==> src/hw/rtl/fcr_pkg.sv <==
`timescale 1ns / 1ps

package fcr_pkg;

   // Frame layout constants
   localparam int MAX_DATA_BYTES_DEF = 16;
   localparam int FIXED_BYTES        = 5;

   // Register reset values
   localparam logic [7:0] HEADER_RESET = 8'h7E;
   localparam logic [7:0] TAIL_RESET   = 8'h81;

   // Configuration register indexes
   localparam int CSR_IDX_W = 1;
   localparam logic [CSR_IDX_W-1:0] CSR_HEADER_IDX = 1'b0;
   localparam logic [CSR_IDX_W-1:0] CSR_TAIL_IDX   = 1'b1;

   // Request codes carried in data bytes 1 and 2
   localparam logic [1:0] CODE_NONE = 2'd0;
   localparam logic [1:0] CODE_ONE  = 2'd1;
   localparam logic [1:0] CODE_TWO  = 2'd2;

   // Parser phases
   typedef enum logic [2:0] {
      PH_HEADER = 3'd0,
      PH_LENGTH = 3'd1,
      PH_FUNC   = 3'd2,
      PH_DATA   = 3'd3,
      PH_CHECK  = 3'd4,
      PH_TAIL   = 3'd5
   } phase_type;

   // Map a data byte to a request code: only one and two mean anything
   function automatic logic [1:0] decode_code(input logic [7:0] v);
      logic [1:0] code;
      code = CODE_NONE;
      if (v == {6'd0, CODE_ONE}) begin
         code = CODE_ONE;
      end else if (v == {6'd0, CODE_TWO}) begin
         code = CODE_TWO;
      end
      return code;
   endfunction

endpackage

==> src/hw/rtl/framed_command_receiver_top.sv <==
`timescale 1ns / 1ps

// Framed command receiver. Takes one link byte per beat, one beat every clock
// cycle unless stalled, and hunts for frames of header, length, function,
// data, check and tail bytes; the length byte counts the whole frame, and the
// check is the complemented XOR of header through last data byte. A good
// frame's result appears on the rsp_ port in the cycle after its tail byte is
// accepted and is held in an output register, so req_stall rises only while
// that register is full and stalled. Header and tail values are set through
// the csr_ port; the user must do so only while idle; it is not enforced.
module framed_command_receiver_top #(
   parameter int MAX_DATA_BYTES = fcr_pkg::MAX_DATA_BYTES_DEF
) (
   input  logic                          clock,
   input  logic                          reset,
   // byte input
   input  logic                          req_valid,
   output logic                          req_stall,
   input  logic [7:0]                    req_rx_byte,
   // result output
   output logic                          rsp_valid,
   input  logic                          rsp_stall,
   output logic [7:0]                    rsp_function_code,
   output logic [1:0]                    rsp_calibration_axis,
   output logic [1:0]                    rsp_mode_request,
   // register writes
   input  logic                          csr_valid,
   output logic                          csr_ready,
   input  logic [fcr_pkg::CSR_IDX_W-1:0] csr_index,
   input  logic [7:0]                    csr_data
);

   localparam int CNT_W = $clog2(MAX_DATA_BYTES);
   localparam logic [8:0] LEN_LIMIT = 9'(MAX_DATA_BYTES + fcr_pkg::FIXED_BYTES);
   localparam logic [7:0] LEN_FIXED = 8'(fcr_pkg::FIXED_BYTES);

   fcr_pkg::phase_type phase_ff, phase_in;

   logic [7:0]       header_ff, tail_ff;
   logic [7:0]       check_ff, check_in;
   logic [CNT_W-1:0] data_len_ff, data_len_in;
   logic [CNT_W-1:0] count_ff, count_in;
   logic [7:0]       func_ff, func_in;
   logic [7:0]       byte_one_ff, byte_one_in;
   logic [7:0]       byte_two_ff, byte_two_in;

   logic             rsp_valid_ff, rsp_valid_in;
   logic [7:0]       rsp_func_ff, rsp_func_in;
   logic [1:0]       rsp_axis_ff, rsp_axis_in;
   logic [1:0]       rsp_mode_ff, rsp_mode_in;

   logic             accept;
   logic             out_free;
   logic             len_ok;
   logic [CNT_W-1:0] count_inc;
   logic [7:0]       len_less_fixed;

   // handshake: the output register parts the two sides
   assign out_free  = !rsp_valid_ff || !rsp_stall;
   assign req_stall = !out_free;
   assign accept    = req_valid && out_free;
   assign csr_ready = 1'b1;

   assign len_ok         = ({1'b0, req_rx_byte} < LEN_LIMIT) && (req_rx_byte > LEN_FIXED);
   assign len_less_fixed = req_rx_byte - LEN_FIXED;
   assign count_inc      = count_ff + {{(CNT_W-1){1'b0}}, 1'b1};

   // next state and result
   always_comb begin
      phase_in     = phase_ff;
      check_in     = check_ff;
      data_len_in  = data_len_ff;
      count_in     = count_ff;
      func_in      = func_ff;
      byte_one_in  = byte_one_ff;
      byte_two_in  = byte_two_ff;
      rsp_valid_in = rsp_valid_ff && rsp_stall;
      rsp_func_in  = rsp_func_ff;
      rsp_axis_in  = rsp_axis_ff;
      rsp_mode_in  = rsp_mode_ff;
      if (accept) begin
         case (phase_ff)
            fcr_pkg::PH_LENGTH: begin
               if (len_ok) begin
                  data_len_in = len_less_fixed[CNT_W-1:0];
                  check_in    = check_ff ^ req_rx_byte;
                  phase_in    = fcr_pkg::PH_FUNC;
               end else begin
                  phase_in = fcr_pkg::PH_HEADER;
               end
            end
            fcr_pkg::PH_FUNC: begin
               func_in  = req_rx_byte;
               check_in = check_ff ^ req_rx_byte;
               count_in = '0;
               phase_in = fcr_pkg::PH_DATA;
            end
            fcr_pkg::PH_DATA: begin
               if (count_ff == CNT_W'(1)) begin
                  byte_one_in = req_rx_byte;
               end else if (count_ff == CNT_W'(2)) begin
                  byte_two_in = req_rx_byte;
               end
               check_in = check_ff ^ req_rx_byte;
               count_in = count_inc;
               if (count_inc >= data_len_ff) begin
                  phase_in = fcr_pkg::PH_CHECK;
               end
            end
            fcr_pkg::PH_CHECK: begin
               phase_in = (req_rx_byte == ~check_ff) ? fcr_pkg::PH_TAIL
                                                     : fcr_pkg::PH_HEADER;
            end
            fcr_pkg::PH_TAIL: begin
               if (req_rx_byte == tail_ff) begin
                  rsp_valid_in = 1'b1;
                  rsp_func_in  = func_ff;
                  rsp_axis_in  = fcr_pkg::decode_code(byte_one_ff);
                  rsp_mode_in  = fcr_pkg::decode_code(byte_two_ff);
               end
               phase_in = fcr_pkg::PH_HEADER;
            end
            default: begin
               // hunting for a header, also covers unused codes
               if (req_rx_byte == header_ff) begin
                  check_in = req_rx_byte;
                  phase_in = fcr_pkg::PH_LENGTH;
               end else begin
                  phase_in = fcr_pkg::PH_HEADER;
               end
            end
         endcase
      end
   end

   // control state and kept data bytes
   always_ff @(posedge clock) begin
      if (reset) begin
         phase_ff     <= fcr_pkg::PH_HEADER;
         rsp_valid_ff <= 1'b0;
         byte_one_ff  <= '0;
         byte_two_ff  <= '0;
      end else begin
         phase_ff     <= phase_in;
         rsp_valid_ff <= rsp_valid_in;
         byte_one_ff  <= byte_one_in;
         byte_two_ff  <= byte_two_in;
      end
   end

   // payload registers
   always_ff @(posedge clock) begin
      check_ff    <= check_in;
      data_len_ff <= data_len_in;
      count_ff    <= count_in;
      func_ff     <= func_in;
      rsp_func_ff <= rsp_func_in;
      rsp_axis_ff <= rsp_axis_in;
      rsp_mode_ff <= rsp_mode_in;
   end

   // configuration registers
   always_ff @(posedge clock) begin
      if (reset) begin
         header_ff <= fcr_pkg::HEADER_RESET;
         tail_ff   <= fcr_pkg::TAIL_RESET;
      end else if (csr_valid && csr_ready) begin
         case (csr_index)
            fcr_pkg::CSR_HEADER_IDX: header_ff <= csr_data;
            fcr_pkg::CSR_TAIL_IDX:   tail_ff   <= csr_data;
            default: begin
            end
         endcase
      end
   end

   assign rsp_valid            = rsp_valid_ff;
   assign rsp_function_code    = rsp_func_ff;
   assign rsp_calibration_axis = rsp_axis_ff;
   assign rsp_mode_request     = rsp_mode_ff;

endmodule

==> config.mk <==
export PLATFORM = sky130hd
export DESIGN_NAME = framed_command_receiver_top
export DESIGN_NICKNAME = d
export VERILOG_FILES = /design/src/hw/rtl/fcr_pkg.sv /design/src/hw/rtl/framed_command_receiver_top.sv
export SDC_FILE = /design/constraint.sdc
export NUM_CORES = 1
export LEC_CHECK = 0
export BUFFER_PORTS_ARGS = -buffer_cell sky130_fd_sc_hd__clkbuf_2
export CORE_ASPECT_RATIO = 1.25
export CORE_MARGIN = 8
export CORE_UTILIZATION = 58
export DETAILED_ROUTE_END_ITERATION = 10
export GPL_TIMING_DRIVEN = 1
export PLACE_DENSITY = 0.84
export SKIP_LAST_GASP = 1
export SYNTH_ARGS = -nofsm -noshare
export SYNTH_HDL_FRONTEND = slang
export SYNTH_SLANG_ARGS = --single-unit
export TNS_END_PERCENT = 5
==> constraint.sdc <==
create_clock -name clock -period 3 [get_ports clock]
set_clock_uncertainty 0.1 [all_clocks]
set_input_delay 0.6 -clock clock [delete_from_list [all_inputs] [get_ports clock]]
set_output_delay 0.6 -clock clock [all_outputs]
set_load 0.1 [all_outputs]
==> summary.md <==
| Metric | Value |
|---|---|
| Clock Pin Slew Worst Setup and Hold Paths | 0.07 ns |
| Worst slew margin relative to its limit | 0.630 |
| CP Data Required Time | 3.12 ns |
| Fraction of power consumed by combinational cells | 0.063 |
| Leakage power total | 1.54 nW |
| CP startpoint | count_ff[0] |
| Number of antenna violations at the first check in global routing | 0 |
| Number of max-slew violations in the final report | 0 |
| Final #Nets | 370 |
| Endpoints failing hold | 0 |
| GRT Total Usage | 0.161 |
| Upper clock frequency limit | 426 MHz |
| Port bufs | 35 |
| Synthesized cell area | 0.00327 mm^2 |
| Ranking of synthesized cells by area | sky130_fd_sc_hd__edfxtp_1, sky130_fd_sc_hd__dfxtp_1, sky130_fd_sc_hd__xnor2_1 |
| Number of filler instances in the final layout | 411 |
| Count of H-tree levels built during CTS | 3 |
| Crit Path Max Fanout | 10 |
| Critical path capture point type | flop |
| Post-route fraction of the period consumed by the critical path | 0.783 |
| Antenna Cells | 0 |
| Die area | 0.00832 mm^2 |
| Number of gates resized after cts | 0 |
| CTS tree | built |
| Start of the worst register-to-register path | count_ff[0] |
| Wire length of the first global-routing pass | 10700 um |
| Crit Path Class | flop to flop |
| Power density over the cells | 571 mW/mm^2 |
| Hold_ws | 0.323 ns |
| Buf+Inv Stages, Crit Path | 0 |
| Total CTS buffers | 9 |
| Initial core utilization | 0.601 |
| Data arrival time of the critical path | 2.47 ns |
| Post-CTS Setup Inserts | 0 |
| Instance count of the mapped netlist | 309 |
| Wirelength per Cell | 15.4 um |
| Sum of routed wire length over all layers | 6280 um |
| FFs w/ async S/R, synth | 0 |
| DRC violation total after the first TritonRoute iteration | 224 |
| Detailed placement HPWL | 4480 um |
| Worst-Margin Slew | 0.555 ns |
| Core area | 0.00544 mm^2 |
| Share of the synthesized area in the top cell type | 0.330 |
| Biggest area consumer among synthesized cells | sky130_fd_sc_hd__edfxtp_1 |
| Final setup violating endpoints | 0 |
| Pre-Repair DR Iteration Count | 4 |
| Final setup TNS | 0 ns |
| HP Class | flop to flop |
| Number of enable-type register cells in the synthesized netlist | 36 |
| Worst hold path startpoint | func_ff[7] |
| Number of placement rows | 30 |
| DRC errors left | 0 |
| Global-route congestion overflow total | 0 |
| Flop pwr share | 0.502 |
| Routed Antenna Nets | 0 |
| Yosys warning total | 0 |
| Minimum setup slack in the final design | 0.651 ns |
| CTS sink count | 72 |
| Detailed-route vias per instance | 5.39 |
| Sequential-to-total area share from yosys stat | 0.551 |
| Delay contributed by the slowest stage of the critical path | 0.58 ns |
| Clock latency reported for the late side of the worst-skew pair | 0.36 ns |
| Mean Syn Cell Area | 10.6 um^2 |
| Result of the run | finished clean |
| Worst-case vdd ir drop | 0.361 mV |
| Unrepaired setup endpoints after global routing | no |
| Cells along the critical path | ha_1 -> or4b_1 -> or3_1 -> mux2i_1 -> nor2_1 |
| Via total after detailed routing | 2198 |
| FF+latch count, synth | 72 |
| Die Ht | 100 um |
| Clock network power share | 0.436 |
| Post-layout minimum cycle time | 2.35 ns |
| Layout cells sized above 1 | 0.177 |
| Largest net degree at the start of global routing | 27 |
| Switching portion of total power | 0.217 |
| Slowest cell on the critical path | sky130_fd_sc_hd__or3_1 |
| Sort of element at the start of the critical path | flop |
| Most used flip-flop cell after synthesis | sky130_fd_sc_hd__edfxtp_1 |
| Vias in the first global route | 2308 |
| Distinct cells, synth | 40 |
| Internal | 1.65 mW |
| I/O Pins | 37 |
| Number of buffers inserted for hold repair after clock tree synthesis | 0 |
| Top post-synthesis cells by count | sky130_fd_sc_hd__nand2_1, sky130_fd_sc_hd__dfxtp_1, sky130_fd_sc_hd__edfxtp_1 |
| Switching power | 0.457 mW |
| Delay-heaviest family, CP | simple AND/OR/NAND/NOR gates |
| Most frequent cell after synthesis | sky130_fd_sc_hd__nand2_1 |
| Max-cap check violation count | 0 |
| Synthesis-to-layout area growth | 12.7% |
| Worst-case clock buffer depth | 2 |
| Number of nets produced by synthesis | 340 |
| Post-placement setup slack | 0.533 ns |
| Weighted congestion at the end of routability-driven global placement | 0.816 |
| Clock tree root driver cell | sky130_fd_sc_hd__clkbuf_8 |
| DIE WIDTH | 83.2 um |
## registers in the layout, indices dropped and copies added (netlist names)
| register | flops |
|---|---|
| byte_one_ff | 8 |
| byte_two_ff | 8 |
| check_ff | 8 |
| count_ff | 4 |
| data_len_ff | 4 |
| func_ff | 8 |
| header_ff | 8 |
| phase_ff | 3 |
| rsp_calibration_axis | 2 |
| rsp_function_code | 8 |
| rsp_mode_request | 2 |
| rsp_valid | 1 |
| tail_ff | 8 |
## cells in the final DEF, fill, tap and decap left out, drive strengths merged, types with 2 or more instances in the layout
cell	instances
a21oi	13
nand4	5
nor2	30
xor2	10
edfxtp	36
nand2	45
nor3	3
nand3	13
ha	9
xnor2	26
clkbuf	44
nor2b	6
inv	11
and2	2
nor3b	5
nor4	3
o21ai	4
o31ai	2
bufinv	3
clkinv	3
nand2b	3
nand3b	2
dfxtp	36
buf	3
mux2i	14
## layout make-up
type,instances,area (um^2),area share
clock inverters,7,120,0.0326
well taps,64,80.1,0.0217
multi-input cells,207,1320,0.359
inverters,11,41.3,0.0112
clock buffers,9,124,0.0336
flip-flops and latches,72,1800,0.488
repair buffers,38,198,0.0536
## path summary, 6_finish.rpt
check,slack (ns),depth (start not counted),endpoint
setup / recovery,0.65,5,byte_two_ff[7]
hold / removal,0.32,0,rsp_function_code[7]
setup reg to reg,0.65,5,byte_two_ff[7]
hold reg to reg,0.32,0,rsp_function_code[7]
## power by group through the flow
stage          logic (mW)  clock network (mW)  registers (mW)
6_report            0.132               0.917            1.06
5_1_grt             0.147               0.960            1.06
4_1_cts             0.133               0.926            1.06
3_5_place_dp        0.131                   0            1.08
3_3_place_gp        0.128                   0            1.08
2_1_floorplan       0.104                   0            1.07
## kinds of logic (layout without fill, tap and decap cells)
logic type | after synthesis | in the layout | synth area share
fa+ha+maj | 9 | 9 | 0.0344
mux | 15 | 15 | 0.0463
xor+xnor | 36 | 36 | 0.0964
simple gates | 119 | 119 | 0.171
flops | 72 | 72 | 0.551
buf+inv | 30 | 65 | 0.0463
compound gates | 27 | 27 | 0.0535
other cells | 1 | 1 | 0.00115
## per-stage QoR
stage | total power, mW | std cells | area, um^2 | utilization
floorplan | 1.18 | 309 | 3270 | -
finish | 2.10 | 408 | 3690 | 0.678
global route | 2.16 | 408 | 3690 | 0.678
global placement | 1.20 | 392 | 3440 | 0.633
CTS | 2.11 | 408 | 3690 | 0.678
detailed placement | 1.21 | 392 | 3440 | 0.633
## worst register-to-register path, cell delays in order, from the launching register on
cell and delay, ns:
sky130_fd_sc_hd__edfxtp_1 0.48, sky130_fd_sc_hd__ha_1 0.27, sky130_fd_sc_hd__or4b_1 0.48, sky130_fd_sc_hd__or3_1 0.58
sky130_fd_sc_hd__mux2i_1 0.26, sky130_fd_sc_hd__nor2_1 0.06
## metal layers
metal	vias to the layer above	global-route usage	wire (um)
met5	-	0	0
met4	0	0.0827	149
met3	12	0.0470	394
met2	69	0.285	3120
met1	1011	0.170	2610
li1	1106	-	-
Note: power is estimated with default switching activity, not from simulation.
